### src/rtl/iprm_pkg.sv
package iprm_pkg;

  localparam int MAX_PACKET_BYTES_DEF = 1024;

  localparam int CFG_ADDR_W = 3;
  localparam int CFG_DATA_W = 32;
  localparam int PROBE_W    = 16;

  localparam logic REG_IDENTIFIER = 1'b0;
  localparam logic REG_SEQUENCE   = 1'b1;

  localparam logic [7:0] TYPE_ECHO_REPLY    = 8'd0;
  localparam logic [7:0] TYPE_TIME_EXCEEDED = 8'd11;

  localparam int MIN_IP_HEADER = 20;
  localparam int ICMP_HEADER   = 8;

  localparam logic [1:0] STATUS_NONE = 2'd0;
  localparam logic [1:0] STATUS_HOP  = 2'd1;
  localparam logic [1:0] STATUS_DEST = 2'd2;

  typedef struct packed {
    logic [PROBE_W-1:0] identifier;
    logic [PROBE_W-1:0] sequence_num;
  } probe_cfg_t;

  function automatic logic [7:0] expected_byte(probe_cfg_t cfg, logic [1:0] k);
    logic [7:0] r;
    case (k)
      2'd0:    r = cfg.identifier[15:8];
      2'd1:    r = cfg.identifier[7:0];
      2'd2:    r = cfg.sequence_num[15:8];
      default: r = cfg.sequence_num[7:0];
    endcase
    return r;
  endfunction

  function automatic logic [5:0] ihl_bytes(logic [7:0] b);
    return {b[3:0], 2'b00};
  endfunction

endpackage

### src/rtl/iprm_ifs.sv
interface iprm_pkt_if;
  logic       valid;
  logic       ready;
  logic [7:0] packet_byte;
  logic       last_byte;

  modport source (output valid, output packet_byte, output last_byte, input ready);
  modport sink (input valid, input packet_byte, input last_byte, output ready);
endinterface

interface iprm_res_if;
  logic        valid;
  logic        ready;
  logic [1:0]  reply_status;
  logic [31:0] hop_address;

  modport source (output valid, output reply_status, output hop_address, input ready);
  modport sink (input valid, input reply_status, input hop_address, output ready);
endinterface

### src/rtl/iprm_cfg_regs.sv
module iprm_cfg_regs (
  input  logic                             clk,
  input  logic                             rst,
  input  logic                             psel,
  input  logic                             penable,
  input  logic                             pwrite,
  input  logic [iprm_pkg::CFG_ADDR_W-1:0]  paddr,
  input  logic [iprm_pkg::CFG_DATA_W-1:0]  pwdata,
  output logic [iprm_pkg::CFG_DATA_W-1:0]  prdata,
  output logic                             pready,
  output iprm_pkg::probe_cfg_t             cfg
);
  import iprm_pkg::*;

  logic wr_en;

  assign pready = 1'b1;
  assign wr_en  = psel && penable && pwrite;

  always_ff @(posedge clk) begin
    if (rst) begin
      cfg <= '0;
    end else if (wr_en) begin
      unique case (paddr[2])
        REG_IDENTIFIER: cfg.identifier   <= pwdata[PROBE_W-1:0];
        REG_SEQUENCE:   cfg.sequence_num <= pwdata[PROBE_W-1:0];
        default: ;
      endcase
    end
  end

  always_comb begin
    unique case (paddr[2])
      REG_IDENTIFIER: prdata = {{(CFG_DATA_W-PROBE_W){1'b0}}, cfg.identifier};
      REG_SEQUENCE:   prdata = {{(CFG_DATA_W-PROBE_W){1'b0}}, cfg.sequence_num};
      default:        prdata = '0;
    endcase
  end

endmodule

### src/rtl/iprm_match.sv
module iprm_match #(
  parameter int MAX_PACKET_BYTES = iprm_pkg::MAX_PACKET_BYTES_DEF
) (
  input  logic                 clk,
  input  logic                 rst,
  input  logic                 take,
  input  logic [7:0]           packet_byte,
  input  logic                 last_byte,
  input  iprm_pkg::probe_cfg_t cfg,
  output logic [1:0]           reply_status,
  output logic [31:0]          hop_address
);
  import iprm_pkg::*;

  localparam int POS_W = $clog2(MAX_PACKET_BYTES + 1);
  localparam int CMP_W = (POS_W > 8) ? POS_W + 1 : 9;

  logic [POS_W-1:0] byte_position;
  logic [5:0]       outer_header_bytes;
  logic [7:0]       message_type;
  logic [31:0]      source_address;
  logic [5:0]       inner_header_bytes;
  logic             probe_mismatch;

  logic [POS_W-1:0] byte_position_next;
  logic [5:0]       outer_header_bytes_next;
  logic [7:0]       message_type_next;
  logic [31:0]      source_address_next;
  logic [5:0]       inner_header_bytes_next;
  logic             probe_mismatch_next;

  logic             room;
  logic             in_body;
  logic [POS_W-1:0] off;
  logic [POS_W-1:0] quote_base;
  logic [POS_W-1:0] rel;
  logic             echo_bad;
  logic             quote_bad;
  logic [CMP_W-1:0] len_c;
  logic [CMP_W-1:0] need_c;
  logic [CMP_W-1:0] need_te_c;

  always_comb begin
    room = byte_position < POS_W'(MAX_PACKET_BYTES);

    outer_header_bytes_next = (byte_position == '0) ? ihl_bytes(packet_byte)
                                                    : outer_header_bytes;
    source_address_next = (byte_position >= POS_W'(12) && byte_position <= POS_W'(15))
                          ? {source_address[23:0], packet_byte} : source_address;
    in_body = byte_position >= POS_W'(outer_header_bytes_next);
    off     = byte_position - POS_W'(outer_header_bytes_next);

    message_type_next = (in_body && off == '0) ? packet_byte : message_type;

    echo_bad = in_body && message_type_next == TYPE_ECHO_REPLY
               && off >= POS_W'(4) && off <= POS_W'(7)
               && packet_byte != expected_byte(cfg, off[1:0]);

    inner_header_bytes_next = (in_body && message_type_next == TYPE_TIME_EXCEEDED
                               && off == POS_W'(ICMP_HEADER))
                              ? ihl_bytes(packet_byte) : inner_header_bytes;
    quote_base = POS_W'(ICMP_HEADER) + POS_W'(inner_header_bytes_next);
    rel        = off - quote_base;
    quote_bad  = in_body && message_type_next == TYPE_TIME_EXCEEDED
                 && off >= quote_base && rel >= POS_W'(4) && rel <= POS_W'(7)
                 && packet_byte != expected_byte(cfg, rel[1:0]);

    probe_mismatch_next = probe_mismatch || echo_bad || quote_bad;
    byte_position_next  = byte_position + POS_W'(1);

    if (!room) begin
      outer_header_bytes_next = outer_header_bytes;
      source_address_next     = source_address;
      message_type_next       = message_type;
      inner_header_bytes_next = inner_header_bytes;
      probe_mismatch_next     = probe_mismatch;
      byte_position_next      = byte_position;
    end

    len_c     = CMP_W'(byte_position_next);
    need_c    = CMP_W'(outer_header_bytes_next) + CMP_W'(ICMP_HEADER);
    need_te_c = need_c + CMP_W'(inner_header_bytes_next) + CMP_W'(ICMP_HEADER);

    reply_status = STATUS_NONE;
    if (len_c >= CMP_W'(MIN_IP_HEADER) && len_c >= need_c && !probe_mismatch_next) begin
      if (message_type_next == TYPE_TIME_EXCEEDED) begin
        if (len_c >= need_te_c) begin
          reply_status = STATUS_HOP;
        end
      end else if (message_type_next == TYPE_ECHO_REPLY) begin
        reply_status = STATUS_DEST;
      end
    end
    hop_address = (reply_status != STATUS_NONE) ? source_address_next : '0;
  end

  always_ff @(posedge clk) begin
    if (rst) begin
      byte_position      <= '0;
      outer_header_bytes <= '0;
      message_type       <= '0;
      source_address     <= '0;
      inner_header_bytes <= '0;
      probe_mismatch     <= 1'b0;
    end else if (take) begin
      if (last_byte) begin
        byte_position      <= '0;
        outer_header_bytes <= '0;
        message_type       <= '0;
        source_address     <= '0;
        inner_header_bytes <= '0;
        probe_mismatch     <= 1'b0;
      end else begin
        byte_position      <= byte_position_next;
        outer_header_bytes <= outer_header_bytes_next;
        message_type       <= message_type_next;
        source_address     <= source_address_next;
        inner_header_bytes <= inner_header_bytes_next;
        probe_mismatch     <= probe_mismatch_next;
      end
    end
  end

endmodule

### src/rtl/icmp_probe_reply_matcher.sv
// Matches received IPv4 packets against the current echo probe. Packet bytes
// enter one beat per cycle on pkt (last_byte marks the final byte) and a new
// beat can be taken every cycle; a final beat waits in the input register only
// while an earlier result beat is still unread on res. Each byte passes an
// input register, then compare-and-capture logic into the result register,
// so the verdict for a packet reaches res from the result register once its
// final beat leaves the input register; only the final beat yields
// a result beat. reply_status is 0 for no matching reply, 1 for a time-exceeded
// message quoting the probe, 2 for a matching echo reply; hop_address is the
// outer source address and reads 0 when status is 0. Bytes beyond
// MAX_PACKET_BYTES are dropped from parsing. Write the probe identifier at
// address 0 and sequence at address 4 while no packet is in flight.
module icmp_probe_reply_matcher #(
  parameter int MAX_PACKET_BYTES = iprm_pkg::MAX_PACKET_BYTES_DEF
) (
  input  logic                            clk,
  input  logic                            rst,
  iprm_pkt_if.sink                        pkt,
  iprm_res_if.source                      res,
  input  logic                            psel,
  input  logic                            penable,
  input  logic                            pwrite,
  input  logic [iprm_pkg::CFG_ADDR_W-1:0] paddr,
  input  logic [iprm_pkg::CFG_DATA_W-1:0] pwdata,
  output logic [iprm_pkg::CFG_DATA_W-1:0] prdata,
  output logic                            pready
);
  import iprm_pkg::*;

  probe_cfg_t  cfg;

  logic        s1_valid;
  logic [7:0]  s1_byte;
  logic        s1_last;
  logic        s1_go;

  logic        out_valid;
  logic [1:0]  out_status;
  logic [31:0] out_hop;

  logic [1:0]  match_status;
  logic [31:0] match_hop;

  iprm_cfg_regs u_cfg (
    .clk     (clk),
    .rst     (rst),
    .psel    (psel),
    .penable (penable),
    .pwrite  (pwrite),
    .paddr   (paddr),
    .pwdata  (pwdata),
    .prdata  (prdata),
    .pready  (pready),
    .cfg     (cfg)
  );

  iprm_match #(
    .MAX_PACKET_BYTES (MAX_PACKET_BYTES)
  ) u_match (
    .clk          (clk),
    .rst          (rst),
    .take         (s1_go),
    .packet_byte  (s1_byte),
    .last_byte    (s1_last),
    .cfg          (cfg),
    .reply_status (match_status),
    .hop_address  (match_hop)
  );

  assign s1_go     = s1_valid && (!s1_last || !out_valid || res.ready);
  assign pkt.ready = !s1_valid || s1_go;

  always_ff @(posedge clk) begin
    if (rst) begin
      s1_valid <= 1'b0;
    end else if (pkt.valid && pkt.ready) begin
      s1_valid <= 1'b1;
    end else if (s1_go) begin
      s1_valid <= 1'b0;
    end
  end

  always_ff @(posedge clk) begin
    if (pkt.valid && pkt.ready) begin
      s1_byte <= pkt.packet_byte;
      s1_last <= pkt.last_byte;
    end
  end

  always_ff @(posedge clk) begin
    if (rst) begin
      out_valid <= 1'b0;
    end else if (s1_go && s1_last) begin
      out_valid <= 1'b1;
    end else if (res.ready) begin
      out_valid <= 1'b0;
    end
  end

  always_ff @(posedge clk) begin
    if (s1_go && s1_last) begin
      out_status <= match_status;
      out_hop    <= match_hop;
    end
  end

  assign res.valid        = out_valid;
  assign res.reply_status = out_status;
  assign res.hop_address  = out_hop;

`ifndef ASSERT_OFF
  a_status_code: assert property (@(posedge clk) disable iff (rst)
    res.valid |-> (res.reply_status == STATUS_NONE || res.reply_status == STATUS_HOP
                   || res.reply_status == STATUS_DEST))
    else $error("reply status out of range");

  a_no_reply_zero_addr: assert property (@(posedge clk) disable iff (rst)
    (res.valid && res.reply_status == STATUS_NONE) |-> res.hop_address == '0)
    else $error("hop address not cleared on no reply");

  a_result_from_last: assert property (@(posedge clk) disable iff (rst)
    $rose(out_valid) |-> $past(s1_valid && s1_last))
    else $error("result beat without a final packet byte");

  a_stage_flow: assert property (@(posedge clk) disable iff (rst)
    (s1_valid && !s1_go) |=> (s1_valid && $stable(s1_byte) && $stable(s1_last)))
    else $error("input register lost a held byte");
`endif

endmodule
### src/flat_wrapper.sv
// flat-port wrapper written by rule: the top's interface ports become plain ports
module icmp_probe_reply_matcher_flat import iprm_pkg::*;
#(
  parameter int MAX_PACKET_BYTES = iprm_pkg::MAX_PACKET_BYTES_DEF
)
  (clk, rst, psel, penable, pwrite, paddr, pwdata, prdata, pready, pkt_valid, pkt_packet_byte, pkt_last_byte, pkt_ready, res_valid, res_reply_status, res_hop_address, res_ready);
  iprm_pkt_if pkt_i ();
  iprm_res_if res_i ();
  input  logic clk;
  input  logic rst;
  input  logic psel;
  input  logic penable;
  input  logic pwrite;
  input  logic [iprm_pkg::CFG_ADDR_W-1:0] paddr;
  input  logic [iprm_pkg::CFG_DATA_W-1:0] pwdata;
  output logic [iprm_pkg::CFG_DATA_W-1:0] prdata;
  output logic pready;
  input wire logic [$bits(pkt_i.valid)-1:0] pkt_valid;
  input wire logic [$bits(pkt_i.packet_byte)-1:0] pkt_packet_byte;
  input wire logic [$bits(pkt_i.last_byte)-1:0] pkt_last_byte;
  output wire logic [$bits(pkt_i.ready)-1:0] pkt_ready;
  output wire logic [$bits(res_i.valid)-1:0] res_valid;
  output wire logic [$bits(res_i.reply_status)-1:0] res_reply_status;
  output wire logic [$bits(res_i.hop_address)-1:0] res_hop_address;
  input wire logic [$bits(res_i.ready)-1:0] res_ready;
  assign pkt_i.valid = pkt_valid;
  assign pkt_i.packet_byte = pkt_packet_byte;
  assign pkt_i.last_byte = pkt_last_byte;
  assign pkt_ready = pkt_i.ready;
  assign res_valid = res_i.valid;
  assign res_reply_status = res_i.reply_status;
  assign res_hop_address = res_i.hop_address;
  assign res_i.ready = res_ready;
  icmp_probe_reply_matcher #(.MAX_PACKET_BYTES(MAX_PACKET_BYTES)) u_core (.clk(clk), .rst(rst), .pkt(pkt_i), .res(res_i), .psel(psel), .penable(penable), .pwrite(pwrite), .paddr(paddr), .pwdata(pwdata), .prdata(prdata), .pready(pready));
endmodule
### config.mk
export PLATFORM = sky130hd
export DESIGN_NAME = icmp_probe_reply_matcher_flat
export DESIGN_NICKNAME = d
export VERILOG_FILES = /design/src/rtl/iprm_pkg.sv /design/src/rtl/iprm_ifs.sv /design/src/rtl/iprm_cfg_regs.sv /design/src/rtl/iprm_match.sv /design/src/rtl/icmp_probe_reply_matcher.sv /design/src/flat_wrapper.sv
export SDC_FILE = /design/constraint.sdc
export NUM_CORES = 1
export LEC_CHECK = 0
export BUFFER_PORTS_ARGS = -buffer_cell sky130_fd_sc_hd__buf_4
export CORE_ASPECT_RATIO = 1.4
export CORE_MARGIN = 1.5
export CORE_UTILIZATION = 49
export CTS_CLUSTER_DIAMETER = 30
export CTS_CLUSTER_SIZE = 24
export DETAILED_ROUTE_END_ITERATION = 8
export PLACE_DENSITY_LB_ADDON = 0.08
export SLEW_MARGIN = 20
export SYNTH_ARGS = -nofsm -noshare
export SYNTH_HDL_FRONTEND = slang
export SYNTH_SLANG_ARGS = --single-unit
### constraint.sdc
create_clock -name clk -period 12.94 [get_ports clk]
set_input_delay 2.588 -clock clk [delete_from_list [all_inputs] [get_ports clk]]
set_output_delay 2.588 -clock clk [all_outputs]
set_load 0.1 [all_outputs]
==> run_results.csv <==
group,metric,value,unit
sta,hold_violations,0,
setup_path,crit_start,"u_core.u_match.byte_position[10]",
floorplanning,core,0.0166,sq mm
clock_network,htreeDepth,4,
logic_synthesis,synthTopCellsByArea,"dfxtp_1, edfxtp_1, ha_1, mux4_2, a22oi_1",
sta,rsz0062_at_grt,"no",
sta,finalClockSkew,0.00967,ns
drt,drtAntennaViolNets,0,
logic_synthesis,ys_seq_area_share,39.4,%
sta,hold_slack,0.465,ns
sta,max_freq,120,MHz
clock_network,clock-sinks,141,
logic_synthesis,syn_area_per_cell,9.45,sq um
placement,gp_congestion,0.864,
pwr,p_seq_share,42.6,%
pwr,power,1.10,mW
floorplanning,start_util,49.7,%
logic_synthesis,synth_top_area_cell,"dfxtp_1",
drt,wire_per_inst,17.7,um
logic_synthesis,synth_warnings,0,
clock_network,root_buffer,"clkbuf_16",
drt,drtIter0Drc,466,
floorplanning,pin_count,120,
pwr,combPwrFrac,12.9,%
clock_network,cts_setup_buffers,0,
flow_run,cap_violations,0,
clock_network,clockBufferDepth,2,
run_status,status,"finished, final reports clean",
clock_network,cts_tree,"yes",
floorplanning,die_w,113,um
setup_path,regToRegStartpoint,"u_core.u_match.byte_position[10]",
clock_network,path_clk_slew,0.07,ns
global_routing,antenna_found_initial,0,
floorplanning,fp.dieH,157,um
logic_synthesis,syn-instance-count,874,
setup_path,path_max_fanout,34,
logic_synthesis,syn_area,0.00826,sq mm
final_layout,antenna_cells,0,
setup_path,critPathLaunchType,"flip-flop",
sta,finalSetupViolations,0,
global_routing,grt_max_degree,93,
clock_network,clock_latency,0.42,ns
logic_synthesis,async_flop_share,0,%
setup_path,worst_r2r_path_depth,22,
floorplanning,rows,56,
final_layout,nNetsFinal,1029,
logic_synthesis,synth_flop_cell,"dfxtp_1",
logic_synthesis,synth-seq-cells,141,
pwr,swShare,29.2,%
drt,wl,20.4,mm
setup_path,reg2reg_to,"u_core.res.reply_status[0]",
clock_network,cts.repair.resized,0,
min_path,hold_class,"reg2reg",
sta,worst_slew_margin_rel,26.3,%
setup_path,crit_type,"reg2reg",
sta,tns,0,ns
drt,drc_errors,0,
setup_path,rrSetupSlack,4.59,ns
drt,vias,6714,
placement,numPortBuffers,84,
pwr,power_leakage,3.87,nW
logic_synthesis,ys_types,66,
sta,layout_min_cycle_time,8.35,ns
global_routing,grt_pass1_vias,6552,
sta,period_share,64.5,%
pwr,clock_power_share,44.5,%
pwr,internal_power,776,uW
sta,drv_slew,0,
final_layout,final_util,57.3,%
setup_path,critPathArrivalTime,8.49,ns
sta,tightest_slew,1.10,ns
drt,viasPerCell,5.85,
logic_synthesis,ys_top_cells_by_count,"dfxtp_1, nand2_1, nor2_1, a21oi_1, a22oi_1",
logic_synthesis,synth_top_area_share,23.8,%
pwr,power_density,115,mW/mm^2
global_routing,grt_pass1_wl,33.4,mm
clock_network,ctsHoldBuffers,0,
setup_path,cp.required,13.09,ns
final_layout,syn2layout_area_growth,15.3,%
logic_synthesis,yosysMostFrequentCell,"dfxtp_1",
floorplanning,die-area,0.0177,sq mm
drt,firstDrtPassIters,7,
global_routing,gr-usage-all-layers,23.8,%
global_routing,grt-ovfl-total,0,
logic_synthesis,synth_edf_count,43,
placement,dp_hpwl,14.5,mm
setup_path,endpoint_kind,"flip-flop",
pwr,vdd_drop_max,0.0000695,V
setup_path,critical_path.endpoint,"u_core.res.reply_status[0]",
final_layout,drive_above_1_share,19.1,%
pwr,p_switching,321,uW
clock_network,numCtsBuffers,17,
-- cells by family (layout without fill, tap and decap cells) --
logic type,after synthesis,in the layout,share of synthesized area [%]
and+or+nand+nor,277,277,15.8
AOI/OAI and AO/OA,185,185,15.0
DFF,141,141,39.4
buffers and inverters,106,161,6.05
muxes,76,76,12.0
adders and majority gates,47,47,7.39
xor gates and xnor gates,40,40,4.24
other,2,17,0.0909
-- critical path: stages (launching register included) --
cell	delay [ns]
dfxtp_1	0.48
nor3_1	0.30
and2_1	0.29
nand3_1	0.34
mux2i_1	0.46
ha_1	0.42
a2111oi_0	0.39
o21ai_1	0.22
xnor2_1	0.24
or4_4	0.59
or4_4	0.67
and2_1	0.22
ha_1	0.20
fa_1	0.79
mux4_2	0.57
xnor2_1	0.14
nand4_1	0.09
nor2_1	0.07
nor4_1	0.46
o2111ai_1	0.31
a211oi_4	0.28
buf_4	0.37
nor3b_1	0.15
-- routing by layer --
| metal | up-vias | routed length [um] | GRT usage [%] |
|---|---|---|---|
| met5 | - | 0 | 0 |
| met3 | 35 | 707 | 3.49 |
| met4 | 0 | 629 | 10.2 |
| li1 | 3270 | - | - |
| met1 | 3235 | 8270 | 28.4 |
| met2 | 174 | 10800 | 42.6 |
-- metrics by stage --
step | cells | cell area [sq um] | worst slack, ns
2_1_floorplan | 889 | 8310 | 5.69
3_3_place_gp | 1115 | 8910 | 4.75
3_5_place_dp | 1115 | 8910 | 4.68
4_1_cts | 1147 | 9510 | 4.64
5_1_grt | 1147 | 9520 | 3.98
6_report | 1147 | 9520 | 4.59
-- worst min path at each step --
stage,start,end,slack (ns),depth (start not counted)
global route,u_core.u_match.probe_mismatch,u_core.u_match.probe_mismatch,0.48,1
detailed placement,u_core.u_match.inner_header_bytes[1],u_core.u_match.inner_header_bytes[1],0.45,1
global placement,u_core.u_match.outer_header_bytes[1],u_core.u_match.outer_header_bytes[1],0.44,2
finish,u_core.u_match.inner_header_bytes[1],u_core.u_match.inner_header_bytes[1],0.46,1
CTS,u_core.u_match.outer_header_bytes[1],u_core.u_match.outer_header_bytes[1],0.47,2
floorplan,u_core.u_match.outer_header_bytes[1],u_core.u_match.outer_header_bytes[1],0.42,2
-- state kept, by name (all words and copies together), names as in the netlist --
| signal | count |
|---|---|
| u_core.res.hop_address | 32 |
| u_core.u_cfg.cfg | 32 |
| u_core.u_match.source_address | 32 |
| u_core.u_match.byte_position | 11 |
| u_core.s1_byte | 8 |
| u_core.u_match.message_type | 8 |
| u_core.u_match.inner_header_bytes | 6 |
| u_core.u_match.outer_header_bytes | 6 |
| u_core.res.reply_status | 2 |
| u_core.res.valid | 1 |
| u_core.s1_last | 1 |
| u_core.s1_valid | 1 |
| u_core.u_match.probe_mismatch | 1 |
-- power by group through the flow --
stage	logic [mW]	registers (mW)	clock network [mW]
2_1_floorplan	0.0991	0.489	0
3_3_place_gp	0.138	0.477	0
3_5_place_dp	0.140	0.477	0
4_1_cts	0.141	0.467	0.497
5_1_grt	0.152	0.468	0.519
6_report	0.142	0.467	0.488
-- placed cells by master (no fill, tap or decap), drive strengths merged, types with 4 or more instances in the layout --
master	Yosys	layout
a31oi	5	5
mux4	16	16
mux2i	35	35
nor4	7	7
nand2b	5	5
ha	44	44
dfxtp	98	98
nor3	40	40
and2	7	7
o21bai	4	4
o211ai	6	6
nand3	8	8
clkinv	1	7
nor2	84	84
conb	2	17
a211oi	4	4
or4	9	9
a21o	7	7
or3	5	5
nor3b	4	4
a21oi	63	63
nor2b	5	5
a22o	4	4
clkbuf	42	17
inv	36	42
xor2	8	8
a22oi	47	47
o21a	6	6
buf	27	92
o21ai	13	13
mux2	25	25
nand4	10	10
nand2	86	86
xnor2	32	32
edfxtp	43	43
-- final cells by class --
class	count	area, sq um
clock inverter	15	176
inverter	37	139
fill	1482	7090
tap	203	254
timing repair buffer	92	691
multi-input combinational	642	4580
sequential	141	3250
clock buffer	17	425
No activity file was read; power rests on OpenSTA's default activity.
